--- src/necir_pkg.sv ---
// shared types, constants and key table of the nec infrared frame decoder
// no dependencies; imported by every module of the block

package necir_pkg;

	localparam int DATA_BITS = 32;
	localparam int BIT_W = $clog2(DATA_BITS);
	localparam int TICK_W = 15;
	localparam int MAX_SYMBOLS_DEF = 64;
	localparam int MIN_SYMBOLS_DEF = 33;

	localparam int CFG_IDX_W = 2;
	localparam int S_TDATA_W = 32;
	localparam int M_TDATA_W = 48;

	// configuration register indexes
	localparam logic [CFG_IDX_W-1:0] REG_HEADER_MARK_MIN = 2'd0;
	localparam logic [CFG_IDX_W-1:0] REG_DATA_SPACE_MIN = 2'd1;
	localparam logic [CFG_IDX_W-1:0] REG_REPEAT_SPACE_MIN = 2'd2;
	localparam logic [CFG_IDX_W-1:0] REG_ONE_SPACE_MIN = 2'd3;

	localparam logic [TICK_W-1:0] HEADER_MARK_MIN_RST = 15'd8000;
	localparam logic [TICK_W-1:0] DATA_SPACE_MIN_RST = 15'd4000;
	localparam logic [TICK_W-1:0] REPEAT_SPACE_MIN_RST = 15'd2000;
	localparam logic [TICK_W-1:0] ONE_SPACE_MIN_RST = 15'd1000;

	// header classes
	localparam logic [1:0] CLASS_UNKNOWN = 2'd0;
	localparam logic [1:0] CLASS_DATA = 2'd1;
	localparam logic [1:0] CLASS_REPEAT = 2'd2;

	// result status codes
	localparam logic [1:0] STATUS_DATA = 2'd0;
	localparam logic [1:0] STATUS_REPEAT = 2'd1;
	localparam logic [1:0] STATUS_UNKNOWN = 2'd2;

	localparam int KEY_COUNT = 17;
	localparam logic [15:0] KEY_CODES [KEY_COUNT] = '{
		16'hBA45, 16'hB946, 16'hB847, 16'hBB44, 16'hBF40, 16'hBC43, 16'hF807,
		16'hEA15, 16'hF609, 16'hE916, 16'hE619, 16'hF20D, 16'hE718, 16'hF708,
		16'hE31C, 16'hA55A, 16'hAD52
	};
	// '1'..'9', '*', '0', '#', 'U', 'L', 'O', 'R', 'D'
	localparam logic [6:0] KEY_CHARS [KEY_COUNT] = '{
		7'h31, 7'h32, 7'h33, 7'h34, 7'h35, 7'h36, 7'h37, 7'h38, 7'h39,
		7'h2A, 7'h30, 7'h23, 7'h55, 7'h4C, 7'h4F, 7'h52, 7'h44
	};

	typedef struct packed {
		logic found;
		logic [6:0] code;
	} key_hit_t;

	// finished frame handed from the frame tracker to the result stage
	typedef struct packed {
		logic valid;
		logic [1:0] status;
		logic [DATA_BITS-1:0] word;
	} frame_res_t;

	function automatic key_hit_t key_lookup(input logic [15:0] upper);
		key_hit_t hit;
		hit.found = 1'b0;
		hit.code = '0;
		// table codes are distinct, so at most one entry matches
		for (int k = 0; k < KEY_COUNT; k++) begin
			if (KEY_CODES[k] == upper) begin
				hit.found = 1'b1;
				hit.code = KEY_CHARS[k];
			end
		end
		return hit;
	endfunction

endpackage

--- src/nec_ir_frame_decoder.sv ---
// nec infrared frame decoder: one pulse symbol per cycle in while no result is held,
// one result out per frame of at least MIN_SYMBOLS symbols; the frame end symbol
// goes to the input register, then its result to the output register
// a result held by m_tready low also holds the next symbol in the input register
// arst_n clears the frame state, both handshakes and the thresholds to their defaults
// depends on necir_pkg, necir_frame and necir_result

module nec_ir_frame_decoder
	import necir_pkg::*;
#(
	parameter int MAX_SYMBOLS = MAX_SYMBOLS_DEF,
	parameter int MIN_SYMBOLS = MIN_SYMBOLS_DEF
) (
	input  logic clk,
	input  logic arst_n,
	input  logic cfg_we,
	input  logic [CFG_IDX_W-1:0] cfg_index,
	input  logic [TICK_W-1:0] cfg_data,
	input  logic s_tvalid,
	output logic s_tready,
	input  logic [S_TDATA_W-1:0] s_tdata,  // mark_ticks[14:0], space_ticks[29:15], zero pad
	input  logic s_tlast,                  // frame_end
	output logic m_tvalid,
	input  logic m_tready,
	output logic [M_TDATA_W-1:0] m_tdata,  // data_word[31:0], command[39:32],
	                                       // key_found[40], key_char[47:41]
	output logic [1:0] m_tuser             // status
);

	frame_res_t res;
	logic sink_free;

	necir_frame #(
		.MAX_SYMBOLS(MAX_SYMBOLS),
		.MIN_SYMBOLS(MIN_SYMBOLS)
	) u_frame (
		.clk(clk),
		.arst_n(arst_n),
		.cfg_we(cfg_we),
		.cfg_index(cfg_index),
		.cfg_data(cfg_data),
		.s_tvalid(s_tvalid),
		.s_tready(s_tready),
		.s_tdata(s_tdata),
		.s_tlast(s_tlast),
		.sink_free(sink_free),
		.res(res)
	);

	necir_result u_result (
		.clk(clk),
		.arst_n(arst_n),
		.res(res),
		.sink_free(sink_free),
		.m_tvalid(m_tvalid),
		.m_tready(m_tready),
		.m_tdata(m_tdata),
		.m_tuser(m_tuser)
	);

endmodule

--- src/necir_frame.sv ---
// input register, threshold registers and per-frame symbol tracking
// depends on necir_pkg

module necir_frame
	import necir_pkg::*;
#(
	parameter int MAX_SYMBOLS = MAX_SYMBOLS_DEF,
	parameter int MIN_SYMBOLS = MIN_SYMBOLS_DEF
) (
	input  logic clk,
	input  logic arst_n,
	input  logic cfg_we,
	input  logic [CFG_IDX_W-1:0] cfg_index,
	input  logic [TICK_W-1:0] cfg_data,
	input  logic s_tvalid,
	output logic s_tready,
	input  logic [S_TDATA_W-1:0] s_tdata,
	input  logic s_tlast,
	input  logic sink_free,
	output frame_res_t res
);

	localparam int CNT_W = $clog2(MAX_SYMBOLS + 1);

	logic valid_s1;
	logic [TICK_W-1:0] mark_s1;
	logic [TICK_W-1:0] space_s1;
	logic last_s1;

	logic [TICK_W-1:0] header_mark_min_q;
	logic [TICK_W-1:0] data_space_min_q;
	logic [TICK_W-1:0] repeat_space_min_q;
	logic [TICK_W-1:0] one_space_min_q;

	logic [CNT_W-1:0] count_q;
	logic [DATA_BITS-1:0] word_q;
	logic [1:0] class_q;

	logic advance;
	logic [CNT_W-1:0] count_nxt;
	logic [DATA_BITS-1:0] word_nxt;
	logic [1:0] class_nxt;
	logic [BIT_W-1:0] bit_idx;
	logic [CNT_W-1:0] count_dec;

	assign advance = valid_s1 && sink_free;
	assign s_tready = !valid_s1 || sink_free;

	always_ff @(posedge clk or negedge arst_n) begin
		if (!arst_n) begin
			valid_s1 <= 1'b0;
		end else if (s_tready) begin
			valid_s1 <= s_tvalid;
		end
	end

	always_ff @(posedge clk) begin
		if (s_tvalid && s_tready) begin
			mark_s1 <= s_tdata[TICK_W-1:0];
			space_s1 <= s_tdata[2*TICK_W-1:TICK_W];
			last_s1 <= s_tlast;
		end
	end

	always_ff @(posedge clk or negedge arst_n) begin
		if (!arst_n) begin
			header_mark_min_q <= HEADER_MARK_MIN_RST;
			data_space_min_q <= DATA_SPACE_MIN_RST;
			repeat_space_min_q <= REPEAT_SPACE_MIN_RST;
			one_space_min_q <= ONE_SPACE_MIN_RST;
		end else if (cfg_we) begin
			unique case (cfg_index)
				REG_HEADER_MARK_MIN: header_mark_min_q <= cfg_data;
				REG_DATA_SPACE_MIN: data_space_min_q <= cfg_data;
				REG_REPEAT_SPACE_MIN: repeat_space_min_q <= cfg_data;
				REG_ONE_SPACE_MIN: one_space_min_q <= cfg_data;
				default: ;
			endcase
		end
	end

	assign count_dec = count_q - CNT_W'(1);
	assign bit_idx = count_dec[BIT_W-1:0];

	always_comb begin
		count_nxt = (count_q < CNT_W'(MAX_SYMBOLS)) ? count_q + CNT_W'(1) : count_q;
		class_nxt = class_q;
		word_nxt = word_q;
		if (count_q == '0) begin
			if (mark_s1 > header_mark_min_q && space_s1 > data_space_min_q) begin
				class_nxt = CLASS_DATA;
			end else if (mark_s1 > header_mark_min_q && space_s1 > repeat_space_min_q) begin
				class_nxt = CLASS_REPEAT;
			end else begin
				class_nxt = CLASS_UNKNOWN;
			end
		end else if (count_q <= CNT_W'(DATA_BITS)) begin
			if (space_s1 > one_space_min_q) begin
				word_nxt = word_q | (DATA_BITS'(1) << bit_idx);
			end
		end
	end

	always_comb begin
		res.valid = advance && last_s1 && (count_nxt >= CNT_W'(MIN_SYMBOLS));
		unique case (class_nxt)
			CLASS_DATA: res.status = STATUS_DATA;
			CLASS_REPEAT: res.status = STATUS_REPEAT;
			default: res.status = STATUS_UNKNOWN;
		endcase
		res.word = (class_nxt == CLASS_DATA) ? word_nxt : '0;
	end

	// frame end always returns the tracker to its cleared state
	always_ff @(posedge clk or negedge arst_n) begin
		if (!arst_n) begin
			count_q <= '0;
			word_q <= '0;
			class_q <= CLASS_UNKNOWN;
		end else if (advance) begin
			if (last_s1) begin
				count_q <= '0;
				word_q <= '0;
				class_q <= CLASS_UNKNOWN;
			end else begin
				count_q <= count_nxt;
				word_q <= word_nxt;
				class_q <= class_nxt;
			end
		end
	end

	a_count_bounded: assert property (@(posedge clk) disable iff (!arst_n)
		count_q <= CNT_W'(MAX_SYMBOLS))
		else $error("symbol count above saturation limit");

	a_clear_after_end: assert property (@(posedge clk) disable iff (!arst_n)
		(advance && last_s1) |=> (count_q == '0 && word_q == '0 && class_q == CLASS_UNKNOWN))
		else $error("frame state not cleared after frame end");

	a_result_on_end: assert property (@(posedge clk) disable iff (!arst_n)
		res.valid |-> (last_s1 && valid_s1))
		else $error("result raised without a frame end symbol");

	a_word_after_header: assert property (@(posedge clk) disable iff (!arst_n)
		(count_q <= CNT_W'(1)) |-> (word_q == '0))
		else $error("data bits set before any bit symbol");

endmodule

--- src/necir_result.sv ---
// key table lookup and output register of the decoded frame result
// depends on necir_pkg

module necir_result
	import necir_pkg::*;
(
	input  logic clk,
	input  logic arst_n,
	input  frame_res_t res,
	output logic sink_free,
	output logic m_tvalid,
	input  logic m_tready,
	output logic [M_TDATA_W-1:0] m_tdata,
	output logic [1:0] m_tuser
);

	logic out_valid_q;
	logic [1:0] status_q;
	logic [DATA_BITS-1:0] word_q;
	logic key_found_q;
	logic [6:0] key_char_q;
	key_hit_t hit;
	logic is_data;

	assign sink_free = !out_valid_q || m_tready;
	assign is_data = (res.status == STATUS_DATA);
	assign hit = key_lookup(res.word[DATA_BITS-1:DATA_BITS-16]);

	always_ff @(posedge clk or negedge arst_n) begin
		if (!arst_n) begin
			out_valid_q <= 1'b0;
		end else if (res.valid) begin
			out_valid_q <= 1'b1;
		end else if (m_tready) begin
			out_valid_q <= 1'b0;
		end
	end

	always_ff @(posedge clk) begin
		if (res.valid) begin
			status_q <= res.status;
			word_q <= res.word;
			key_found_q <= is_data && hit.found;
			key_char_q <= is_data ? hit.code : '0;
		end
	end

	assign m_tvalid = out_valid_q;
	assign m_tuser = status_q;
	assign m_tdata = {key_char_q, key_found_q, word_q[23:16], word_q};

	a_no_overwrite: assert property (@(posedge clk) disable iff (!arst_n)
		res.valid |-> sink_free)
		else $error("pending result overwritten");

	a_nondata_zero: assert property (@(posedge clk) disable iff (!arst_n)
		(out_valid_q && status_q != STATUS_DATA) |-> (word_q == '0 && !key_found_q))
		else $error("non-data result carries payload");

	a_char_iff_found: assert property (@(posedge clk) disable iff (!arst_n)
		out_valid_q |-> (key_found_q == (key_char_q != '0)))
		else $error("key character disagrees with key found flag");

endmodule
--- config.mk ---
export PLATFORM = sky130hd
export DESIGN_NAME = nec_ir_frame_decoder
export DESIGN_NICKNAME = d
export VERILOG_FILES = /design/src/necir_pkg.sv /design/src/nec_ir_frame_decoder.sv /design/src/necir_frame.sv /design/src/necir_result.sv
export SDC_FILE = /design/constraint.sdc
export NUM_CORES = 1
export LEC_CHECK = 0
export ABC_AREA = 1
export BUFFER_PORTS_ARGS = -buffer_cell sky130_fd_sc_hd__buf_2
export CAP_MARGIN = 10
export CORE_UTILIZATION = 59
export DETAILED_ROUTE_END_ITERATION = 10
export GPL_TIMING_DRIVEN = 0
export PLACE_DENSITY = 0.8
export SETUP_SLACK_MARGIN = 0.2
export SLEW_MARGIN = 20
export SYNTH_ARGS = -nofsm -noshare
export SYNTH_HDL_FRONTEND = slang
export SYNTH_SLANG_ARGS = --single-unit
--- constraint.sdc ---
create_clock -name clk -period 4.1 [get_ports clk]
set_input_delay 1.025 -clock clk [delete_from_list [all_inputs] [get_ports clk]]
set_output_delay 1.025 -clock clk [all_outputs]
set_load 0.05 [all_outputs]
# Word-level counts from Yosys, hierarchy flattened
# Cells that the tools add are included.
# totals
ff_bits	176
out_inout_bits	52
inputBits	55
word_cells	107
# classes
shifts	1
magnitude_cmp	7
bitwise_logic	2
muxes	31
add_sub_neg	2
n_eq_ne	22
reduce_logical	22
# ops
op	n
16-bit equality test, first input constant	17
32-bit 2-to-1 mux	5
8-bit 2-to-1 mux	17
15-bit > comparator	4
32-bit bitwise OR	1
1-bit by 5-bit << shifter with 32-bit output, first input constant	1
7-bit 2-to-1 mux	2
2-bit 2-to-1 mux	4
2-bit AND reduction	4
7-bit by 1-bit adder with 7-bit output, second input constant	1
7-bit by 6-bit greater-or-equal comparator with 1-bit output, second input constant	1
7-bit by 6-bit <= comparator with 1-bit output, second input constant	1
1-bit logical AND	7
7-bit logical NOT	1
7-bit less-than comparator, second input constant	1
2-bit equality test, second input constant	3
6-bit OR reduction	1
5-bit by 1-bit subtractor with 5-bit output, second input constant	1
2-bit by 1-bit equality test with 1-bit output, second input constant	2
2-bit logical NOT	2
2-bit case mux with 2 select lines	1
3-bit OR reduction	1
1-bit logical NOT	2
1-bit logical OR	2
other kinds (4)	5

# Longest topological paths before layout
# logic_depth
ltp_word	26
mapped_depth	28
mapped_depth_nobuf	27

# Hierarchy
# From an unflattened synthesis, not the netlist that was laid out.
# unflattened
hier_cells	1060
hier_area_um2	9260.1
# modules_own_cells
module	n_inst	cells_per_inst	seq_area_each_um2	area_per_inst_um2
necir_frame	1	884	3513.4	7348.3
necir_result	1	176	1286.2	1911.8

# Worst setup path before layout
# OpenSTA, ideal clock, no wires.
# synth_path
path_kind	reg2reg
startpoint	register u_frame.repeat_space_min_q[8]
endpoint	register u_result.key_found_q, data pin
synth_period_minus_slack_ps	3171
arrival_time_ps	2908
setup_ps	263
path_slack_ps	929
stages_incl_launch_ff	27
n_path_buf	1
required_ps	3837
path_cell_list	dfstp_2 -> inv_1 -> ha_1 -> nand2_1 -> inv_1 -> nor2_1 -> nor2_1 -> a211oi_1 -> o221a_2 -> nand2_1 -> nand2_1 -> nor2_1 -> nand3_1 -> nand2_1 -> inv_1 -> ha_1 -> inv_1 -> clkbuf_1 -> nor2_1 -> nand3_1 -> nor2_1 -> nand3_1 -> inv_1 -> nor2_1 -> nand2_1 -> nor2_1 -> nand3_1
# synth_lines
item	line_no	rtl
start, declared	necir_frame.sv:32	logic [TICK_W-1:0] repeat_space_min_q;
start signal, assigned	necir_frame.sv:75	REG_REPEAT_SPACE_MIN: repeat_space_min_q <= cfg_data;
end signal, assigned	necir_result.sv:43	key_found_q <= is_data && hit.found;
end, declared	necir_result.sv:20	logic key_found_q;

==> results.md <==
- The number of antenna diodes in the final layout is 0.
- The most used standard cell by instance count after synthesis is sky130_fd_sc_hd__nand2_1.
- In the final layout, the share of cells above drive strength 1 is 0.2024.
- The post-CTS clock slew at the launch and capture registers of the worst setup and hold paths is 0.07 ns.
- In this design, the stage delay of the slowest critical-path cell is 0.53 ns.
- Walking the worst path, the cells encountered are inv_1 -> ha_1 -> nand4_1 -> nor3_2 -> nand4_1 -> o2111ai_2 -> nand2_1 -> o21ai_0 -> inv_1 -> ha_2 -> inv_1 -> buf_4 -> nor2_1 -> nand3_1 -> nor2_1 -> nand3_1 -> inv_1 -> nor2_1 -> nand2_1 -> nor2_1 -> nand3_1.
- The worst hold path was traced through 2 stages.
- The die covers 16,230 um2.
- For this run, global-route usage on met3 was measured as 0.04188.
- The clock skew after layout is 0.01114 ns.
- For hold timing, the worst endpoint is u_frame.one_space_min_q[11].
- For this run, the total global-route usage over all layers was measured as 0.2644.
- For this run, global-route usage on met1 was measured as 0.3115.
- Using the TritonRoute via totals, the vias-per-cell ratio works out to 5.292.
- The type of origin of the critical path is a flip-flop.
- The deepest clock path buffer count is 2.
- The weighted congestion at the end of routability-driven global placement is 0.8893.
- The total core area is 15,260 um2.
- In this run the post-CTS setup repair buffer count came out at 0.
- Entering global routing, the biggest net connects 54 pins.
- The average wire per cell in the routed design is 14.67 um.
- The top-level port count is 107.
- The number of pins exceeding their max-slew limit in the final report was 0.
- The count of routing violations after the opening detailed-route iteration is 428.
- The hold violation count in the final report is 0.
- Setup repair after global routing left no endpoint under its margin.
- The worst path in the final design needs a cycle of 3.655 ns, including I/O delays and setup.
- The most used flip-flop cell after synthesis is sky130_fd_sc_hd__dfrtp_1.
- CTS built an H-tree with a depth of 4.
- The number of buffers and inverters on the critical path is 5.
- The TritonCTS sink count is 176.
- The fraction of synthesis flops using an asynchronous set or reset pin is 0.5852.
- The share of the synthesized area in the top cell type is 0.2362.
- The cell count after synthesis came out at 1,029.
- The first detailed-routing pass took 5 iterations.
- Headroom to the max-slew limit came out at 0.4586.
- The master of the slowest instance on the critical path is sky130_fd_sc_hd__dfstp_2.
- For the pin with the worst max-slew slack, the measured transition is 0.8108 ns.
- The worst register-to-register path begins at u_frame.header_mark_min_q[10].
- For this design the static power due to leakage is 5.091 nW.
- The layer with the highest usage after global routing is met2.
- The number of antenna violations at the first check in global routing is 0.
- The unique cell type count in the Yosys netlist is 37.
- The endpoint of the lowest-slack register-to-register path is u_result.key_found_q.
- The worst min-delay path category is flip-flop to flip-flop.
- The number of warnings printed during yosys synthesis is 0.
- After synthesis, the largest family of logic cells by area is simple AND/OR/NAND/NOR gates.
- TritonCTS built the clock tree.
- For this design the ratio of total power to cell area is 436.9 nW/um2.
- The largest vdd supply drop is 0.3194 mV.
- The multiplexer share of the synthesized area is 0.
- The finished layout holds 1,377 standard cells, fillers aside.
- On the critical path the largest part of the delay comes from simple AND/OR/NAND/NOR gates.
- For this run, global-route usage on met2 was measured as 0.4709.
- The worst hold path begins at u_frame.one_space_min_q[11].
- The cell area after synthesis is 9279 um2.
- The type of destination of the critical path is a flip-flop.
- After detailed routing, the number of remaining DRC violations is 0.
- Buffers inserted during clock tree synthesis total 17.
- The initial core utilization is 0.6081.
- After synthesis, the most frequently instantiated cells are 191 x sky130_fd_sc_hd__nand2_1, 184 x sky130_fd_sc_hd__inv_1, 92 x sky130_fd_sc_hd__o21ai_0.
- The overall die width is 127.4 um.
- Summed over all layers, the routed wires come to 20,210 um.
- The share of synthesized cell area in and, or, nand and nor gates is 0.1900.
- The reg2reg setup slack is 0.45 ns.
- The clock reaches the later pin of the worst-skew pair after 0.44 ns.
- The number of nets handed over by synthesis was 1,151.
- Relative to the synthesized area, the layout overhead comes to 15.94%.
- The fraction of the mapped netlist area in compound gates is 0.09682.
- For this block, the via count after detailed routing is 7,287.
- The aggregate global routing overflow is 0.
- The clock tree root driver cell is sky130_fd_sc_hd__clkbuf_16.
- The largest total area in the synthesized netlist belongs to sky130_fd_sc_hd__edfxtp_1.
- The total half-perimeter wirelength after legalization and detailed placement is 15,010 um.
- Of the total synthesized cell area, the portion taken by full adders, half adders and majority gates is 0.09035.
- The synthesized design contains 73 enable-type register cells.
- After detailed placement, the design holds a cell count of 1,345.
- The final-stage net count is 1,275.
- The cell count of the worst reg-to-reg path is 21.
- Sorting the synthesized cells by area gives the leading types as sky130_fd_sc_hd__edfxtp_1 24%, sky130_fd_sc_hd__dfrtp_1 21%, sky130_fd_sc_hd__ha_1 9.0%.
- The total chip power is 4.700 mW.
- The share of the Yosys chip area taken by registers is 0.5173.
- The flow ran to the end, and the final reports show no timing, DRC or antenna violations.
- Data arrives at the worst endpoint at 3.84 ns.
- The number of nets with antenna violations after detailed routing is 0.
- The post-route fraction of the period consumed by the critical path is 0.8914.
- The final setup violation count is 0.
- The via count of the first global-routing pass came to 7,083.
- The area share of xor/xnor cells in the synthesized design is 0.004720.
- The count of fill cells added during filler insertion is 1,175.
- The synthesized design contains 176 register bits.
- Dividing the synthesized area by the synthesized cell count gives 9.017 um2.
- The worst-path maximum fanout is 10.
- The first global-routing pass estimated 33,180 um of wire.
- In this run the worst setup path begins at u_frame.header_mark_min_q[10].
- In this run the tool buffered the top-level ports with 104 buffer cells.
- Across the run, the number of max-cap violations was 0.
- The achievable clock frequency is 0.2736 GHz.
- The floorplan row count is 45.
- Measured along the y axis, the die boundary spans 127.4 um.
- The required time of the critical path is 4.28 ns.
- The critical path class is flip-flop to flip-flop.
report_power, final:
| part | switching [mW] | internal, mW |
|---|---|---|
| clock | 0.709 | 1.03 |
| sequential | 0.0749 | 2.00 |
| combinational | 0.580 | 0.307 |
| total | 1.36 | 3.34 |
sequential cells by signal, indices dropped and copies added, names as in the netlist:
register / flops
u_frame.class_q: 2
u_frame.count_q: 7
u_frame.data_space_min_q: 15
u_frame.header_mark_min_q: 15
u_frame.last_s1: 1
u_frame.mark_s1: 15
u_frame.one_space_min_q: 15
u_frame.repeat_space_min_q: 15
u_frame.space_s1: 15
u_frame.valid_s1: 1
u_frame.word_q: 32
u_result.key_char_q: 7
u_result.key_found_q: 1
u_result.m_tuser: 2
u_result.m_tvalid: 1
u_result.word_q: 32
timing repair:
item	4_1_cts	5_1_grt
endpoints found under the setup margin	3	7
resized for setup	2	9
hold endpoints to repair	0	0
hold buffers	0	0
cell type report:
cell class                      count  area [um2]  share of cell area
Multi-Input combinational cell    620        3566              0.3315
Timing Repair Buffer              105       554.3             0.05152
Clock inverter                     14       205.2             0.01907
Clock buffer                       18       429.2             0.03989
Sequential cell                   176        4800              0.4462
Inverter                          198       743.2             0.06909
Buffer                             35       196.4             0.01826
Tap cell                          211       264.0             0.02454
worst max path at each step:
stage / end / cells after the start
global route: u_result.key_char_q[4] / 25
CTS: u_result.key_found_q / 27
finish: u_result.key_found_q / 21
floorplan: u_result.key_found_q / 26
global placement: u_result.key_found_q / 27
detailed placement: u_result.key_found_q / 21
placed cells by master, fill, tap and decap left out, types with 24 or more instances in the layout:
cell type / netlist / final
sky130_fd_sc_hd__o21ai_0: 92 / 90
sky130_fd_sc_hd__ha_1: 67 / 66
sky130_fd_sc_hd__nand3_1: 55 / 55
sky130_fd_sc_hd__inv_1: 184 / 182
sky130_fd_sc_hd__nand2_1: 191 / 191
sky130_fd_sc_hd__dfstp_2: 24 / 24
sky130_fd_sc_hd__dfrtp_1: 79 / 79
sky130_fd_sc_hd__edfxtp_1: 73 / 73
sky130_fd_sc_hd__buf_2: 1 / 104
sky130_fd_sc_hd__nor2_1: 78 / 78
sky130_fd_sc_hd__a211oi_1: 34 / 33
per-layer routing:
metal / up-vias / wire length, um
li1: 3598 / -
met1: 3434 / 8444
met2: 215 / 10420
met3: 40 / 759
met4: 0 / 583
met5: - / 0
tightest hold or removal path, delay by kind of cell (launching register included):
family | cells | cell delay (ns)
AND/OR/NAND/NOR | 1 | 0.05
AO/OA/AOI/OAI | 1 | 0.06
flip-flops | 1 | 0.34
through the flow:
step	hold WS (ns)	setup WS (ns)	TNS [ns]	instance area [um2]	utilization
4_1_cts	0.4880	0.2010	0	10740	0.7037
6_report	0.4795	0.4452	0	10760	0.7050
3_5_place_dp	0.4723	-0.001518	-0.001518	10100	0.6617
5_1_grt	0.5039	0.2198	0	10760	0.7050
2_1_floorplan	0.4479	0.9292	0	9279	-
3_3_place_gp	0.4647	0.09784	0	10060	0.6595
logic make-up after synthesis:
family | Yosys count
buffers and inverters | 233
and+or+nand+nor | 390
xor gates and xnor gates | 5
AOI/OAI and AO/OA | 158
DFF | 176
adders and majority gates | 67
No activity file was read; power rests on OpenSTA's default activity.
